$ cat config.mk
export PLATFORM = sky130hd
export DESIGN_NAME = lap3_back_flat
export DESIGN_NICKNAME = d
export VERILOG_FILES = /design/src/hdl/lap3_pkg.sv /design/src/hdl/lap3_if.sv /design/src/hdl/lap3_back.sv /design/src/flat_wrapper.sv
export SDC_FILE = /design/constraint.sdc
export NUM_CORES = 1
export LEC_CHECK = 0
export BUFFER_PORTS_ARGS = -buffer_cell sky130_fd_sc_hd__buf_2
export CAP_MARGIN = 10
export CORE_ASPECT_RATIO = 1.1
export CORE_UTILIZATION = 51
export DETAILED_ROUTE_END_ITERATION = 7
export GPL_ROUTABILITY_DRIVEN = 0
export GPL_TIMING_DRIVEN = 0
export PLACE_DENSITY = 0.82
export SLEW_MARGIN = 20
export SYNTH_ARGS = -nofsm -noshare
export SYNTH_HDL_FRONTEND = slang
export SYNTH_SLANG_ARGS = --single-unit
$ cat constraint.sdc
create_clock -name clk -period 8.4 [get_ports clk]
set_clock_uncertainty 0.15 [all_clocks]
set_input_delay 2.1 -clock clk [delete_from_list [all_inputs] [get_ports clk]]
set_output_delay 2.1 -clock clk [all_outputs]
set_load 0.05 [all_outputs]
$ cat src/hdl/lap3_pkg.sv
`timescale 1ns / 1ps
package lap3_pkg;

  localparam int MAX_WIDTH  = 1024;
  localparam int MAX_HEIGHT = 4096;
  localparam int PIXEL_BITS = 8;

  localparam int COL_W   = $clog2(MAX_WIDTH);
  localparam int WIDTH_W = $clog2(MAX_WIDTH + 1);
  localparam int OROW_W  = $clog2(MAX_HEIGHT);
  localparam int ROW_W   = $clog2(MAX_HEIGHT + 1);
  localparam int LINE_W  = 2 * PIXEL_BITS;
  localparam int SUM_W   = PIXEL_BITS + 3;

  localparam int CFG_WIDTH_W  = 11;
  localparam int CFG_HEIGHT_W = 13;
  localparam int CFG_ADDR_W   = 3;
  localparam int CFG_DATA_W   = 32;
  localparam int RESULT_W     = 12;

  localparam int QUEUE_DEPTH = 4;
  localparam int QUEUE_PTR_W = $clog2(QUEUE_DEPTH);
  localparam int QUEUE_CNT_W = $clog2(QUEUE_DEPTH + 1);

  localparam logic [CFG_WIDTH_W-1:0]  WIDTH_RESET  = CFG_WIDTH_W'(640);
  localparam logic [CFG_HEIGHT_W-1:0] HEIGHT_RESET = CFG_HEIGHT_W'(480);

  localparam logic [CFG_ADDR_W-1:0] REG_WIDTH_ADDR  = CFG_ADDR_W'(0);
  localparam logic [CFG_ADDR_W-1:0] REG_HEIGHT_ADDR = CFG_ADDR_W'(4);

  typedef enum logic {
    ACT_PIXEL = 1'b0,
    ACT_FLUSH = 1'b1
  } action_t;

  typedef logic [PIXEL_BITS-1:0] pixel_t;

  // One pending result: interior flag, last flag and the 3x3 neighbourhood.
  typedef struct packed {
    logic                nz;
    logic                last;
    pixel_t [2:0][2:0]   win;
  } lap3_job_t;

endpackage

$ cat src/hdl/lap3_if.sv


interface lap3_out_if;
  import lap3_pkg::*;

  logic                       valid;
  logic                       ready;
  logic signed [RESULT_W-1:0] filtered;
  logic                       last;

  modport source (output valid, output filtered, output last, input ready);
  modport sink   (input valid, input filtered, input last, output ready);
endinterface

$ cat src/hdl/lap3_back.sv
`timescale 1ns / 1ps
module lap3_back (
  input  logic                            clk,
  input  logic                            rst_n,
  input  lap3_pkg::lap3_job_t             head_job,
  input  logic [lap3_pkg::QUEUE_CNT_W-1:0] q_count,
  output logic                            pop,
  lap3_out_if.source                      out_ch
);
  import lap3_pkg::*;

  logic                       out_valid_r, out_valid_nxt;
  logic signed [RESULT_W-1:0] filtered_r;
  logic                       last_r;
  logic [SUM_W-1:0]           nsum, centre8;
  logic [RESULT_W-1:0]        lap;

  assign pop = (q_count != '0) && (!out_valid_r || out_ch.ready);

  always_comb begin
    nsum = '0;
    for (int i = 0; i < 3; i++) begin
      for (int j = 0; j < 3; j++) begin
        if (!((i == 1) && (j == 1))) begin
          nsum = nsum + SUM_W'(head_job.win[i][j]);
        end
      end
    end
    centre8 = SUM_W'(head_job.win[1][1]) << 3;
    lap     = RESULT_W'(centre8) - RESULT_W'(nsum);
  end

  always_comb begin
    out_valid_nxt = out_valid_r;
    if (pop) begin
      out_valid_nxt = 1'b1;
    end else if (out_ch.ready) begin
      out_valid_nxt = 1'b0;
    end
  end

  always_ff @(posedge clk) begin
    if (!rst_n) begin
      out_valid_r <= 1'b0;
    end else begin
      out_valid_r <= out_valid_nxt;
    end
  end

  always_ff @(posedge clk) begin
    if (pop) begin
      filtered_r <= head_job.nz ? $signed(lap) : '0;
      last_r     <= head_job.last;
    end
  end

  assign out_ch.valid    = out_valid_r;
  assign out_ch.filtered = filtered_r;
  assign out_ch.last     = last_r;

endmodule

$ cat src/flat_wrapper.sv
// flat-port wrapper written by rule: the top's interface ports become plain ports
module lap3_back_flat import lap3_pkg::*;
  (clk, rst_n, head_job, q_count, pop, out_ch_valid, out_ch_filtered, out_ch_last, out_ch_ready);
  lap3_out_if out_ch_i ();
  input  logic clk;
  input  logic rst_n;
  input  lap3_pkg::lap3_job_t head_job;
  input  logic [lap3_pkg::QUEUE_CNT_W-1:0] q_count;
  output logic pop;
  output wire logic [$bits(out_ch_i.valid)-1:0] out_ch_valid;
  output wire logic [$bits(out_ch_i.filtered)-1:0] out_ch_filtered;
  output wire logic [$bits(out_ch_i.last)-1:0] out_ch_last;
  input wire logic [$bits(out_ch_i.ready)-1:0] out_ch_ready;
  assign out_ch_valid = out_ch_i.valid;
  assign out_ch_filtered = out_ch_i.filtered;
  assign out_ch_last = out_ch_i.last;
  assign out_ch_i.ready = out_ch_ready;
  lap3_back u_core (.clk(clk), .rst_n(rst_n), .head_job(head_job), .q_count(q_count), .pop(pop), .out_ch(out_ch_i));
endmodule
# After elaboration in Yosys (flattened, before gate mapping)
# Cells that the tools add are included.
# word_totals
register_bits,14
in_bits,80
out_inout_bits,15
word_cells,18
# op_classes
add_sub_neg,8
n_mux,2
n_reduce_logical,5
# op_table
op,n
adder 11 x 8 -> 11 bit,6
subtractor 11 x 11 -> 12 bit,1
adder 8 x 8 -> 9 bit,1
nonzero test 3 bit,1
2-to-1 mux 1 bit,2
nonzero test 2 bit,1
logical AND 1 bit,1
zero test 1 bit,1
logical OR 1 bit,1

# Depth between registers and ports, before layout
# Gate-level depths: netlist of the first run.
# depth
depth_word,8
mapped_depth,25
mapped_depth_nobuf,25

# Worst setup path before layout of the first run
# Ideal clock, no wire load.
# synth_timing
path_type,input to register
from,in head_job[0] in the netlist's numbering
to,reg u_core.filtered_r[10] (netlist: u_core.out_ch.filtered[10]) (data pin)
setup_time_ns,0.268
t_arrival_ns,7.298
required_time_ns,7.982
slack_ns,0.684
stages,25
path_buffers,0
cell_sequence,ha_1 inv_1 fa_1 nor2b_1 o21ai_0 a21oi_1 a211oi_1 xnor2_1 fa_1 inv_1 fa_1 fa_1 fa_1 inv_1 ha_1 nand3_1 o211ai_1 nor2_1 xor2_1 ha_1 nand2_1 a2111oi_2 o31a_1 o21a_1 nor3_2
# synth_via
elab_chain_cells,8
# synth_lines
item,line,text
from (decl),flat_wrapper.sv:7,input lap3_pkg::lap3_job_t head_job;
adder 8 x 8 -> 9 bit,lap3_back.sv:25,nsum = nsum + SUM_W'(head_job.win[i][j]);
adder 11 x 8 -> 11 bit (6 in series),lap3_back.sv:25,
subtractor 11 x 11 -> 12 bit,lap3_back.sv:30,lap = RESULT_W'(centre8) - RESULT_W'(nsum);
to (signal assigned),lap3_back.sv:52,filtered_r <= head_job.nz ? $signed(lap) : '0;
to (decl),lap3_back.sv:13,logic signed [RESULT_W-1:0] filtered_r;
# No other way between the ends.
# A chain may end at the register's enable or synchronous reset.

# Worst setup path in the final report of the first run
# Same ends and word-level chain as after synthesis.

==> flow_summary.toml, run 1 <==
[logic_synthesis]
synth-edff-count = 13
synthCells = 268
syn_area_um2 = 2580
syn_nets = 419
seq_area_frac_synth = 0.159
yosysUniqueCellTypes = 42
ys_warn_count = 0
yosys_most_used_dff = "edfxtp_1"
avgSynthCellArea_um2 = 9.62
ys_ff_latch = 14
async_flop_share = 0

[global_routing]
grt_pass1_vias = 2151
grt_usage = 0.191
grt_pass1_wl_mm = 8.38
antenna_found_initial = 0
overflow = 0
grt_max_degree = 15

[placed_design]
place_ws_ps = 201
portBuffers = 94
hpwlAfterDp_mm = 4.27

[cts]
tritoncts = "built"
cts_sinks = 14
post_cts_buffers = 0
cts_max_path_buffers = 2
clock_latency_ps = 240
htreeDepth = 1
cts_root_buffer = "clkbuf_8"
clkTransAtPathRegs_ps = 50
numCtsBuffers = 3

[sta]
post-route-min-period_ps = 7930
slew_viol_final = 0
totalNegativeSetupSlack_ps = 0
max_freq_mhz = 126
setup_violations = 0
grt_setup_unrepaired = "no"
period_share = 0.944
worst_slack_ps = 467
whs_ps = 356
timing.slew.headroom = 0.470
worst_pin_slew_ps = 795
hold_violations = 0

[routing]
via_count = 2162
dr_wl_met2_mm = 2.64
ant_nets = 0
vias_per_cell = 5.12
wire_per_inst_um = 11.4
wl_met1_mm = 1.81
dr_wl_met3_um = 273
firstDrtPassIters = 4
highest_layer = "met4"
drtIter0Drc = 35
routed_wl_mm = 4.81
drc = 0

[min_path]
holdCritStartpoint = "u_core.out_ch.valid"
hold-path-endpoint = "u_core.out_ch.valid"
hold_depth = 2
hp-class = "reg2reg"

[worst_setup_path]
cp.arrival_ps = 7760
slowest_delay_ps = 510
r2r_cells = 1
crit_top_cell = "fa_1"
critPathMaxFanout = 6
cp_top_family = "adder cells"
cp.buffers_inverters = 4
slowest_stage = "fa_1"
cp-end-kind = "flip-flop"
reg2reg_to = "u_core.out_ch.filtered[7]"
reg2reg_from = "u_core.out_ch.valid"
path_class = "in2reg"
startpoint_type = "primary input"
rrSetupSlack_ps = 6900
required_ps = 8230

[floorplanning]
die_x_um = 69.8
die_h_um = 76.6
boundaryPins = 95
core_area_um2 = 4750
initial_utilization = 0.543
die-area_um2 = 5340
num_rows = 26

[layout]
final_layout_size_suffix_gt1_frac = 0.284
area_delta_synth_final_pct = 23.5
finalCoreUtilization = 0.670
n_antenna_cell = 0
layout.nets = 518

[run]
cap_violations = 0

[run_status]
status = "finished, final reports clean"
-- layout make-up --
| type | count | area [um2] |
|---|---|---|
| multi-input combinational | 181 | 1910 |
| fill | 388 | 1570 |
| timing repair buffer | 94 | 470 |
| sequential | 14 | 410 |
| inverter | 72 | 270 |
| tap | 56 | 70.1 |
| clock buffer | 4 | 45.0 |
| buffer | 1 | 3.75 |
-- cells in the final DEF (no fill, tap or decap), types with 4 or more instances in the layout --
master,Yosys,final
fa_1,39,39
nor2_1,13,13
a21oi_1,12,10
nor3_1,9,9
edfxtp_1,13,13
xnor2_1,12,12
nand2_1,8,8
xor2_1,8,8
nand3_1,4,4
buf_2,0,94
a21o_1,4,4
inv_1,72,72
ha_1,32,32
-- worst min-delay path, stage by stage, from the launching register on --
cell	delay, ps
dfxtp_1	330
nand2_1	60
a21boi_0	60
-- worst max path at each step --
stage	end	cells past startpoint	start	slack (ps)
2_1_floorplan	u_core.out_ch.filtered[10]	25	head_job[0]	680
3_3_place_gp	u_core.out_ch.filtered[10]	26	head_job[0]	230
3_5_place_dp	u_core.out_ch.filtered[10]	26	head_job[0]	200
4_1_cts	u_core.out_ch.filtered[10]	26	head_job[0]	430
5_1_grt	u_core.out_ch.filtered[10]	26	head_job[0]	10
6_report	u_core.out_ch.filtered[10]	26	head_job[0]	470
-- cells in the mapped netlist (all sizes together), types with 2 or more instances --
cell	count	share of area
nor2b	2	0.0049
inv	72	0.10
xnor2	12	0.041
xor2	8	0.027
nand2	8	0.012
or3	2	0.0049
a21o	4	0.012
fa	39	0.30
nand3	4	0.0078
nor3	10	0.021
o21ai	4	0.0078
o21bai	2	0.0058
a211oi	2	0.0058
a31oi	3	0.0073
nand2b	2	0.0049
a21oi	12	0.023
ha	32	0.16
o21a	3	0.0087
edfxtp	13	0.15
nor2	13	0.019
o31a	2	0.0068
-- registers in the layout (all words and copies together) (netlist names) --
name / cells
u_core.out_ch.filtered: 12
u_core.out_ch.last: 1
u_core.out_ch.valid: 1
-- through the flow --
stage                     std cells  area [um2]
after floorplan                 268        2580
after global placement          418        3120
after detailed placement        418        3120
after CTS                       422        3160
after global routing            422        3180
final                           422        3180
-- per-layer routing --
layer | vias to the layer above | track usage
li1 | 1064 | -
met1 | 1012 | 0.226
met2 | 74 | 0.353
met3 | 12 | 0.0291
met4 | 0 | 0.0520
met5 | - | 0
-- cell families (layout without fill, tap and decap cells) --
family                   Yosys count  count (layout)  share of synthesized area
AO/OA/AOI/OAI                     41              41                      0.110
XOR/XNOR                          20              20                     0.0680
adder cells (fa/ha/maj)           71              71                      0.458
buffers and inverters             73             171                      0.106
flip-flops                        14              14                      0.159
AND/OR/NAND/NOR                   49              49                     0.0981
-- what timing repair did --
item | 4_1_cts | 5_1_grt
endpoints found under the hold margin | 0 | 0
gates resized for setup | 0 | 2
endpoints found under the setup margin | 0 | 1
hold buffers | 0 | 0
Power of run 1 is not shown: default switching activity piles up to over one toggle a cycle in this logic, so the estimate is an artifact.
==> run 2, diff against run 1 <==
ABC_AREA = 1   (was not set)
CORE_UTILIZATION = 52   (was 51)
==> run 2 against run 1 <==
Net effect: worst hold slack better by 210 ps; routed wire length increased by 8.3%; design area up 7.1%; maximum frequency rose by 7.1%; flip-flop and latch count did not move; die area up 6.4%; global-route usage grew 1.3 points; worst setup slack improved by 520 ps; final cell count up 22%; count of clock-buffer cells in the layout unchanged; critical path depth up 2.
==> flow_summary.toml, run 2 <==
[cts]
post_cts_buffers = 0
cts_root_buffer = "clkbuf_8"
htreeDepth = 1
tritoncts = "built"
clkTransAtPathRegs_ps = 60
cts_resized = 0
clock_latency_ps = 240
cts_sinks = 14
numCtsBuffers = 3
hold_buffers = 0
cts_max_path_buffers = 2

[sta]
setup_violations = 0
period_share = 0.882
worst_pin_slew_ps = 671
max_freq_mhz = 135
post-route-min-period_ps = 7410
totalNegativeSetupSlack_ps = 0
slew_viol_final = 0
grt_setup_unrepaired = "no"
hold_violations = 0
timing.slew.headroom = 0.552

[logic_synthesis]
ys_warn_count = 0
yosysMostFrequentCell = "inv_1"
yosysTopAreaCellShare = 0.279
synth_area_leaders = "fa_1, ha_1, edfxtp_1"
synthCells = 344
yosys.area.top_type = "fa_1"
ys_ff_latch = 14
avgSynthCellArea_um2 = 8.14
synth_commonest_cells = "inv_1, nand2_1, fa_1"
synth-edff-count = 13
syn_nets = 495
seq_area_frac_synth = 0.146
syn_area_um2 = 2800
yosys_most_used_dff = "edfxtp_1"
yosysUniqueCellTypes = 28
async_flop_share = 0

[routing]
wire_per_inst_um = 10.1
via_count = 2404
firstDrtPassIters = 4
routed_wl_mm = 5.22
drtIter0Drc = 88
drc = 0
vias_per_cell = 4.68
ant_nets = 0

[global_routing]
grt_usage = 0.204
use_met2 = 0.423
grt_max_degree = 16
grt_util_met3 = 0.0216
overflow = 0
grt_pass1_wl_mm = 9.29
antenna_found_initial = 0
grt_busiest_layer = "met2"
gr-usage-met1 = 0.210
grt_pass1_vias = 2450

[worst_setup_path]
slowest_stage = "fa_1"
startpoint_type = "primary input"
cp_top_family = "adder cells"
path_class = "in2reg"
cp-end-kind = "flip-flop"
slowest_delay_ps = 510
required_ps = 8240
cp.buffers_inverters = 7
crit_top_cell = "nand2_1"
cp.arrival_ps = 7250
critPathMaxFanout = 4

[run_status]
status = "finished, final reports clean"

[layout]
n_antenna_cell = 0
layout.nets = 594
largest_reg_flops = 12
final_common_cell = "inv_1"
final_cell_mix = "inv_1, buf_2, nand2_1"
area_delta_synth_final_pct = 21.7
final_layout_size_suffix_gt1_frac = 0.271

[placed_design]
portBuffers = 94
hpwlAfterDp_mm = 4.76

[floorplanning]
core_area_um2 = 5100
die_x_um = 72.0
num_rows = 27
initial_utilization = 0.549
boundaryPins = 95
die-area_um2 = 5680
die_h_um = 79.0

[run]
cap_violations = 0

[min_path]
hp-class = "reg2reg"
[run 2: tightest hold or removal path, cell delays in order, from the launching register on]
cell and delay [ps]:
dfxtp_1 300, inv_1 60, nor2_1 60, o21ai_0 190, inv_1 60
[run 2: worst paths after layout]
kind         slack [ps]                        end  cells past startpoint                start
max                 990  u_core.out_ch.filtered[8]                     28          head_job[0]
min                 570        u_core.out_ch.valid                      4  u_core.out_ch.valid
max reg2reg        6920  u_core.out_ch.filtered[0]                      3  u_core.out_ch.valid
min reg2reg         570        u_core.out_ch.valid                      4  u_core.out_ch.valid
[run 2: cell families after synthesis]
logic type | synth area share
xor+xnor | 0.0406
flops | 0.146
compound gates | 0.0782
buf+inv | 0.138
simple gates | 0.176
fa+ha+maj | 0.422
[run 2: layout make-up]
cell class / count / area, um2
fill: 427 / 1690
sequential: 14 / 410
tap: 72 / 90.1
multi-input combinational: 230 / 2010
clock buffer: 4 / 45.0
timing repair buffer: 94 / 470
inverter: 99 / 372
buffer: 1 / 13.8
[run 2: routing by layer]
layer  routed length, um  vias up  part of all wire
met5                   0        -                 0
li1                    -     1245                 -
met2                2910       68              0.56
met1                2050     1079              0.39
met4                  91        0             0.017
met3                 157       12             0.030
[run 2: per-stage QoR]
stage | area, um2 | utilization | std cells | hold slack, ps | setup slack (ps)
6_report | 3410 | 0.668 | 514 | 567 | 990
4_1_cts | 3410 | 0.668 | 514 | 542 | 993
3_3_place_gp | 3360 | 0.659 | 510 | 441 | 893
2_1_floorplan | 2800 | - | 344 | 672 | 1250
5_1_grt | 3410 | 0.668 | 514 | 601 | 580
3_5_place_dp | 3360 | 0.659 | 510 | 527 | 752
Power of run 2 is left out for the same reason.
