File: src/hdl/lap3_pkg.sv
`timescale 1ns / 1ps
package lap3_pkg;

  localparam int MAX_WIDTH  = 1024;
  localparam int MAX_HEIGHT = 4096;
  localparam int PIXEL_BITS = 8;

  localparam int COL_W   = $clog2(MAX_WIDTH);
  localparam int WIDTH_W = $clog2(MAX_WIDTH + 1);
  localparam int OROW_W  = $clog2(MAX_HEIGHT);
  localparam int ROW_W   = $clog2(MAX_HEIGHT + 1);
  localparam int LINE_W  = 2 * PIXEL_BITS;
  localparam int SUM_W   = PIXEL_BITS + 3;

  localparam int CFG_WIDTH_W  = 11;
  localparam int CFG_HEIGHT_W = 13;
  localparam int CFG_ADDR_W   = 3;
  localparam int CFG_DATA_W   = 32;
  localparam int RESULT_W     = 12;

  localparam int QUEUE_DEPTH = 4;
  localparam int QUEUE_PTR_W = $clog2(QUEUE_DEPTH);
  localparam int QUEUE_CNT_W = $clog2(QUEUE_DEPTH + 1);

  localparam logic [CFG_WIDTH_W-1:0]  WIDTH_RESET  = CFG_WIDTH_W'(640);
  localparam logic [CFG_HEIGHT_W-1:0] HEIGHT_RESET = CFG_HEIGHT_W'(480);

  localparam logic [CFG_ADDR_W-1:0] REG_WIDTH_ADDR  = CFG_ADDR_W'(0);
  localparam logic [CFG_ADDR_W-1:0] REG_HEIGHT_ADDR = CFG_ADDR_W'(4);

  typedef enum logic {
    ACT_PIXEL = 1'b0,
    ACT_FLUSH = 1'b1
  } action_t;

  typedef logic [PIXEL_BITS-1:0] pixel_t;

  // One pending result: interior flag, last flag and the 3x3 neighbourhood.
  typedef struct packed {
    logic                nz;
    logic                last;
    pixel_t [2:0][2:0]   win;
  } lap3_job_t;

endpackage

File: src/hdl/lap3_queue.sv
`timescale 1ns / 1ps
module lap3_queue (
  input  logic                            clk,
  input  logic                            rst_n,
  input  logic                            push,
  input  lap3_pkg::lap3_job_t             push_job,
  input  logic                            pop,
  output lap3_pkg::lap3_job_t             head_job,
  output logic [lap3_pkg::QUEUE_CNT_W-1:0] count
);
  import lap3_pkg::*;

  lap3_job_t              slots [QUEUE_DEPTH];
  logic [QUEUE_PTR_W-1:0] wr_ptr_r, rd_ptr_r;
  logic [QUEUE_CNT_W-1:0] count_r, count_nxt;

  function automatic logic [QUEUE_PTR_W-1:0] ptr_inc(input logic [QUEUE_PTR_W-1:0] p);
    logic [QUEUE_PTR_W-1:0] r;
    if (p == QUEUE_PTR_W'(QUEUE_DEPTH - 1)) begin
      r = '0;
    end else begin
      r = p + QUEUE_PTR_W'(1);
    end
    return r;
  endfunction

  always_comb begin
    count_nxt = count_r;
    if (push && !pop) begin
      count_nxt = count_r + QUEUE_CNT_W'(1);
    end else if (pop && !push) begin
      count_nxt = count_r - QUEUE_CNT_W'(1);
    end
  end

  always_ff @(posedge clk) begin
    if (!rst_n) begin
      wr_ptr_r <= '0;
      rd_ptr_r <= '0;
      count_r  <= '0;
    end else begin
      if (push) begin
        wr_ptr_r <= ptr_inc(wr_ptr_r);
      end
      if (pop) begin
        rd_ptr_r <= ptr_inc(rd_ptr_r);
      end
      count_r <= count_nxt;
    end
  end

  always_ff @(posedge clk) begin
    if (push) begin
      slots[wr_ptr_r] <= push_job;
    end
  end

  assign head_job = slots[rd_ptr_r];
  assign count    = count_r;

endmodule

File: config.mk
export PLATFORM = sky130hd
export DESIGN_NAME = lap3_queue
export DESIGN_NICKNAME = d
export VERILOG_FILES = /design/src/hdl/lap3_pkg.sv /design/src/hdl/lap3_queue.sv
export SDC_FILE = /design/constraint.sdc
export NUM_CORES = 1
export LEC_CHECK = 0
export ABC_AREA = 0
export BUFFER_PORTS_ARGS = -buffer_cell sky130_fd_sc_hd__buf_4
export CORE_MARGIN = 5
export CORE_UTILIZATION = 50
export CTS_BUF_LIST = sky130_fd_sc_hd__clkbuf_4 sky130_fd_sc_hd__clkbuf_8 sky130_fd_sc_hd__clkbuf_16
export DETAILED_ROUTE_END_ITERATION = 10
export PLACE_DENSITY = 0.69
export SLEW_MARGIN = 20
export SYNTH_ARGS = -nofsm -noshare
export SYNTH_HDL_FRONTEND = slang
export SYNTH_SLANG_ARGS = --single-unit
File: constraint.sdc
create_clock -name clk -period 7.9 [get_ports clk]
set_input_delay 1.58 -clock clk [delete_from_list [all_inputs] [get_ports clk]]
set_output_delay 1.58 -clock clk [all_outputs]
set_load 0.01 [all_outputs]
Word-level counts from Yosys, hierarchy flattened
Memories as Yosys holds them, arrays and structs flattened. A register that Yosys moved wholly into a read port is not among the register bits.
Index checks and enable logic that the tools add are counted.
Word-level totals
  bits in registers: 7
  memory bits (writable): 296
  input bits: 78
  output and inout bits: 77
  logic and storage cells: 23
  memories kept: 1
Cells by class
  add/subtract/negate cells: 4
  equal/unequal tests: 2
  multiplexer cells: 8
  reduce and logical (&&, ||, !) cells: 5
Memory list
  slots: words 4, bits a word 74, rd ports 1, clocked after Yosys merged registers in 1, write ports 1, line lap3_queue.sv:13  | lap3_job_t slots [QUEUE_DEPTH];
Operator list (count)
  2-bit two-way mux: 4
  3-bit two-way mux: 2
  2-bit by 1-bit adder with 2-bit output (second input constant): 2
  2-bit equality test (second input constant): 2
  3-bit by 1-bit adder with 3-bit output (second input constant): 1
  3-bit by 1-bit subtractor with 3-bit output (second input constant): 1
  1-bit logical AND: 2
  1-bit logical NOT: 2
  1-bit two-way mux: 2
  2-bit nonzero test: 1

Logic depth before layout (Yosys ltp)
Gate-level depths: netlist of run 1.
  depth after elaboration: 4
  depth in mapped cells: 7
  mapped depth without buffers: 7

Worst setup path after synthesis of run 1
Ideal clock, no wire load.
  path type: input -> register
  from: in push
  to: mem slots[0][0] (netlist bit), enable pin
  arrival time: 3.309 ns
  data required time: 7.460 ns
  slack: 4.151 ns
  cell stages on the path: 1
  cell sequence: and2_1
On the way
  cells in the longest elaborated chain, start to end: 2
RTL lines
  from (decl): line lap3_queue.sv:5  | input logic push,
  1-bit two-way mux: line lap3_queue.sv:53  | if (push) begin
  1-bit two-way mux (implied by the code): line lap3_queue.sv:54  | slots[wr_ptr_r] <= push_job;
  to (decl): line lap3_queue.sv:13
Every way passes these cells.

==> results of run 1 <==
-- through the flow --
step                      instances  hold slack, ns  setup slack [ns]
after floorplan                 428          0.5088             4.151
after global placement          849          0.4845             3.800
after detailed placement        852          0.5184             3.798
after CTS                       906          0.5347             3.212
after global routing            907          0.5812             3.066
final                           907          0.5356             3.361
-- flip-flops by register name, summed over array words and instances, names as in the netlist, named ones only --
register	flops
rd_ptr_r	2
count	3
wr_ptr_r	2
slots	296
-- cell type report --
type | count | area [µm²] | area share (%)
flip-flops and latches | 305 | 9076 | 66.89
multi-input cells | 103 | 1927 | 14.20
repair buffers | 161 | 1266 | 9.331
clock buffers | 41 | 850.8 | 6.270
well taps | 280 | 350.3 | 2.582
clock inverters | 13 | 83.83 | 0.6178
inverters | 4 | 15.01 | 0.1106
-- path summary, 6_finish.rpt --
path                             startpoint           end
worst max-delay path                   flop  head_job[59]
worst min-delay path            rd_ptr_r[1]          flop
worst max register to register  wr_ptr_r[0]  slots[1][50]
worst min register to register  rd_ptr_r[1]          flop
-- per-layer routing --
layer	GRT usage, %	vias to the layer above	wire (µm)	share of wire, %
met5	0	-	0	0
met4	3.451	0	273	1.3
met3	4.323	25	1462	7.2
met2	25.94	150	10030	49
met1	21.89	2571	8511	42
li1	-	2187	-	-
-- report_power, final --
group          switching (mW)  internal, mW
sequential             0.0300          1.85
combinational           0.155         0.172
clock                   0.546         0.781
-- worst max-delay path: cells and delay by family, from the launching register on --
kind / cells / cell delay, ns
buffers and inverters: 2 / 0.97
multiplexers: 1 / 0.63
flip-flops: 1 / 0.72
-- cells by family (layout without fill, tap and decap cells) --
family,Yosys count,count (layout),synth area share [%]
DFF,305,305,81.51
muxes,78,78,15.34
buffers and inverters,20,219,1.260
and+or+nand+nor,13,13,0.6972
adders and majority gates,7,7,0.8547
AOI/OAI and AO/OA,3,3,0.1799
xor gates and xnor gates,2,2,0.1575
-- cells in the final DEF (no fill, tap or decap), types with 5 or more instances in the layout --
master and n:
edfxtp_1 296, buf_4 157, mux4_2 74, clkbuf_16 31
clkbuf_4 10, clkinv_1 8, dfxtp_1 7, ha_1 6
nor2b_1 5
==> impl_metrics.env, run 1 <==
export IMPL_fin_crit_sh_pct=57.46
export IMPL_portBuffers=154
export IMPL_cpMostUsedCell="buf_4"
export IMPL_placed_area_um2=12610
export IMPL_ir_worst_vdd_uv=216.9
export IMPL_route_detailed_drc=0
export IMPL_synthArstFlopShare_pct=0
export IMPL_die_y_um=159.2
export IMPL_drive_gt1_share_pct=45.77
export IMPL_p_total_mw=3.538
export IMPL_yosys_most_used_dff="edfxtp_1"
export IMPL_nFillCells=1539
export IMPL_design_area_um2=13570
export IMPL_post_route_min_period_ns=4.539
export IMPL_path_max_fanout=46
export IMPL_synth_seq_cells=305
export IMPL_drtPass1Iterations=4
export IMPL_rows=54
export IMPL_cts_tree="built"
export IMPL_worst_setup_path_start_kind="flop"
export IMPL_rsz0062_at_grt="no"
export IMPL_hold_path_class="flop to flop"
export IMPL_grt_pass1_vias=5496
export IMPL_synth_common_cells="296 x edfxtp_1, 74 x mux4_2, 9 x dfxtp_1"
export IMPL_die_area_um2=25340
export IMPL_gp_congestion=0.6960
export IMPL_antenna_found_initial=0
export IMPL_crit_type="flop to primary output"
export IMPL_power_density_nw_per_um2=260.7
export IMPL_core_area_um2=21890
export IMPL_grt_first_pass_wirelength_um=31860
export IMPL_hold_buffers=0
export IMPL_ctsResizeCount=0
export IMPL_syn_avg_cell_area_um2=25.99
export IMPL_ys_types=21
export IMPL_cts_root_buffer_cell="clkbuf_16"
export IMPL_max_slew_margin_rel_pct=37.63
export IMPL_cap_violations=0
export IMPL_grt_remaining_overflow=0
export IMPL_synthCells=428
export IMPL_drtIter0Drc=330
export IMPL_finalSetupViolations=0
export IMPL_synth_area_leaders="edfxtp_1 80%, mux4_2 15%, dfxtp_1 1.6%"
export IMPL_r2r_cells=3
export IMPL_fin_util_pct=61.99
export IMPL_crit_path_end_kind="primary output"
export IMPL_clockBufferDepth=3
export IMPL_vias=4933
export IMPL_yosysWarnings=0
export IMPL_ys_seq_area_share_pct=81.51
export IMPL_status="complete, no violations"
export IMPL_clk_latency_ns=0.54
export IMPL_die_x_um=159.2
export IMPL_initial_core_util_pct=50.82
export IMPL_finalNetCount=691
export IMPL_postCtsSetupBuffers=0
export IMPL_crit_arrival_ns=2.96
export IMPL_pin_count=155
export IMPL_hold_path_depth=2
export IMPL_cp_required_ns=6.32
export IMPL_yosysTopAreaCell="edfxtp_1"
export IMPL_netlist_area_leader_share_pct=79.89
export IMPL_r2r_slack_ns=5.77
export IMPL_grt_max_degree=75
export IMPL_power_leakage_nw=4.598
export IMPL_worstMarginPinSlew_ns=0.9355
export IMPL_area_growth_pct=21.96
export IMPL_syn_area_um2=11130
export IMPL_synth_most_common_cell="edfxtp_1"
export IMPL_max_stage_delay_ns=0.81
export IMPL_grtUsageTotal_pct=15.90
export IMPL_wl_um=20270
export IMPL_crit_chain="buf_4 -> mux4_2 -> buf_4"
export IMPL_final_max_slew_viol_count=0
export IMPL_clk_transition_reported_paths_ns=0.06
export IMPL_tns_ns=0
export IMPL_antenna_left=0
export IMPL_cpMaxStageDelayCell="buf_4"
export IMPL_wl_per_cell_um=22.35
export IMPL_post_drt_via_cell_ratio=5.439
export IMPL_clock_sinks=305
export IMPL_max_freq_mhz=220.3
export IMPL_hold_violations=0
export IMPL_fin_skew_ns=0.01121
export IMPL_synth_fp_nets=513
export IMPL_htree_levels=1
export IMPL_num_antenna_cells=0
export IMPL_dpl_hpwl_um=12100
export IMPL_synth_edf_count=296
export IMPL_cts_buffers=31
No activity file was read; power rests on OpenSTA's default activity.
==> inputs of run 2 (changes only) <==
- ABC_AREA: 0 -> 1
- clock period: 7.9 -> 4.6 ns (I/O delays scaled with it)
==> run 2 against run 1 <==
- sequential cell count unchanged
- worst hold slack worse by 0.0073 ns
- sequential power up 71%
- die area up 2.4%
- combinational power up 100%
- non-clock buffer count up 7
- setup slack worse by 2.2 ns
- via count up 37%
- sequential share of layout area down 0.51 points
- utilization down 1.4 points
- first-iteration DRC count up 22%
- routed wire length up 17%
- critical path type unchanged
- largest cell class unchanged
- largest power group unchanged
- highest routed layer unchanged
==> impl_metrics.env, run 2 <==
export IMPL_num_antenna_cells=0
export IMPL_cpMaxStageDelayCell="buf_4"
export IMPL_dpl_cell_count=1178
export IMPL_synth_edf_count=296
export IMPL_cp_required_ns=3.68
export IMPL_synth_common_cells="296 x edfxtp_1, 156 x nor2_1, 97 x o21ai_0"
export IMPL_crit_type="flop to primary output"
export IMPL_synthMuxAreaShare_pct=0
export IMPL_synth_seq_cells=305
export IMPL_grtUsageTotal_pct=17.85
export IMPL_path_max_fanout=65
export IMPL_portBuffers=154
export IMPL_synth_xor_area_share_pct=0.07679
export IMPL_clk_latency_ns=0.54
export IMPL_post_route_min_period_ns=3.465
export IMPL_crit_chain="inv_4 -> buf_4 -> o21ai_0 -> o22ai_1 -> buf_4"
export IMPL_design_area_um2=13670
export IMPL_yosysTopAreaCell="edfxtp_1"
export IMPL_p_int_mw=4.712
export IMPL_drive_gt1_share_pct=23.39
export IMPL_largest_reg_flops=296
export IMPL_clock_sinks=305
export IMPL_worst_slack_ns=1.135
export IMPL_die_area_um2=25930
export IMPL_cts_tree="built"
export IMPL_finalNetCount=1011
export IMPL_route_detailed_drc=0
export IMPL_layout_common_cells="296 x edfxtp_1, 167 x buf_4, 156 x nor2_1, 97 x o21ai_0, 74 x o22ai_1"
export IMPL_holdWs_ns=0.5283
export IMPL_cpMostUsedCell="buf_4"
export IMPL_grt_remaining_overflow=0
export IMPL_status="complete, no violations"
export IMPL_finalNonFillerCells=1234
export IMPL_max_freq_mhz=288.6
export IMPL_hold_violations=0
export IMPL_placed_area_um2=12750
export IMPL_finalSetupViolations=0
export IMPL_regMostFlops="slots"
export IMPL_dpl_hpwl_um=13600
export IMPL_nFillCells=1769
export IMPL_power_density_nw_per_um2=447.6
export IMPL_syn_area_um2=11410
export IMPL_drtPass1Iterations=5
export IMPL_ys_types=21
export IMPL_vias=6734
export IMPL_core_area_um2=22570
export IMPL_initial_core_util_pct=50.53
export IMPL_final_max_slew_viol_count=0
export IMPL_max_slew_margin_rel_pct=43.46
export IMPL_hold_buffers=0
export IMPL_fin_skew_ns=0.01999
export IMPL_hold_path_class="flop to flop"
export IMPL_synth_area_leaders="edfxtp_1 78%, nor2_1 5.1%, o21ai_0 4.3%"
export IMPL_rows=55
export IMPL_synth_fa_ha_area_share_pct=0.8337
export IMPL_p_total_mw=6.119
export IMPL_pin_count=155
export IMPL_synth_fp_nets=858
export IMPL_synth_top_family_by_area="compound AO/OA/AOI/OAI gates"
export IMPL_busiest_layer="met2"
export IMPL_antenna_found_initial=0
export IMPL_worst_setup_path_start_kind="flop"
export IMPL_die_y_um=161.0
export IMPL_ctsResizeCount=0
export IMPL_synthSimpleGateAreaFrac_pct=5.584
export IMPL_cap_violations=0
export IMPL_cts_buffers=31
export IMPL_switching_power_mw=1.406
export IMPL_synthCells=773
export IMPL_synth_most_common_cell="edfxtp_1"
export IMPL_die_x_um=161.0
export IMPL_grtUsageMet3_pct=3.317
export IMPL_netlist_area_leader_share_pct=77.93
export IMPL_crit_arrival_ns=2.54
export IMPL_switching_share_pct=22.99
export IMPL_grt_first_pass_wirelength_um=37090
export IMPL_wl_um=23770
export IMPL_postCtsSetupBuffers=0
export IMPL_syn_avg_cell_area_um2=14.76
export IMPL_grt_pass1_vias=6907
export IMPL_fin_util_pct=60.56
export IMPL_clockBufferDepth=3
export IMPL_clock_power_share_pct=36.9
export IMPL_crit_path_end_kind="primary output"
export IMPL_rsz0062_at_grt="no"
export IMPL_yosys_most_used_dff="edfxtp_1"
export IMPL_final_common_cell="edfxtp_1"
export IMPL_post_drt_via_cell_ratio=5.457
export IMPL_fin_crit_sh_pct=75.32
export IMPL_power_leakage_nw=4.830
export IMPL_tns_ns=0
export IMPL_grt_max_degree=79
export IMPL_synth_compound_area_share_pct=10.82
export IMPL_antenna_left=0
export IMPL_wl_per_cell_um=19.26
export IMPL_p_seq_share_pct=52.4
export IMPL_yosysWarnings=0
export IMPL_area_growth_pct=19.84
export IMPL_worstMarginPinSlew_ns=0.8468
export IMPL_combPwrFrac_pct=10.7
export IMPL_synthArstFlopShare_pct=0
export IMPL_drtIter0Drc=402
export IMPL_gp_congestion=0.7324
export IMPL_cts_root_buffer_cell="clkbuf_16"
export IMPL_use_met1_pct=24.42
export IMPL_ys_seq_area_share_pct=79.51
export IMPL_dp_slack_ns=1.662
export IMPL_ir_worst_vdd_uv=341.5
export IMPL_clk_transition_reported_paths_ns=0.06
export IMPL_htree_levels=1
export IMPL_max_stage_delay_ns=0.55
export IMPL_met2_usage_pct=29.97
run 2: area by class of cell:
class / instances / area [µm²] / share of cell area [%]
Inverter: 16 / 68.82 / 0.5034
Timing Repair Buffer: 168 / 1274 / 9.318
Clock buffer: 31 / 775.7 / 5.675
Multi-Input combinational cell: 404 / 1974 / 14.44
Clock inverter: 25 / 146.4 / 1.071
Sequential cell: 305 / 9074 / 66.38
Tap cell: 285 / 356.6 / 2.609
run 2: power groups by stage:
stage,Combinational [mW],Clock [mW],Sequential [mW]
final,0.655,2.26,3.21
after global routing,0.722,2.41,3.21
after CTS,0.665,2.30,3.21
after detailed placement,0.663,0,3.26
after global placement,0.654,0,3.26
after floorplan,0.337,0,3.26
run 2: logic make-up (layout without fill, tap and decap cells):
group	count (synthesis)	count (layout)
xor gates and xnor gates	1	1
and+or+nand+nor	168	168
DFF	305	305
adders and majority gates	7	7
AOI/OAI and AO/OA	228	228
buffers and inverters	64	240
run 2: worst paths after layout:
check               from      endpoint  slack [ns]  cells after the start
max reg2reg  wr_ptr_r[1]  slots[1][24]        2.55                      5
max                 flop   head_job[6]        1.14                      5
min             count[2]      count[2]        0.53                      4
min reg2reg     count[2]      count[2]        0.53                      4
run 2: worst max-delay path, delay by kind of cell, from the launching register on:
| kind | cells | cell delay (ns) |
|---|---|---|
| flops | 1 | 0.35 |
| compound gates | 2 | 0.44 |
| buf+inv | 3 | 1.21 |
run 2: routing by layer:
metal  wire (µm)  vias up  share of wire, %
met2       11490      194                48
met1       10290     3287                43
met4         558        0               2.3
met3        1419       38               6.0
li1            -     3215                 -
met5           0        -                 0
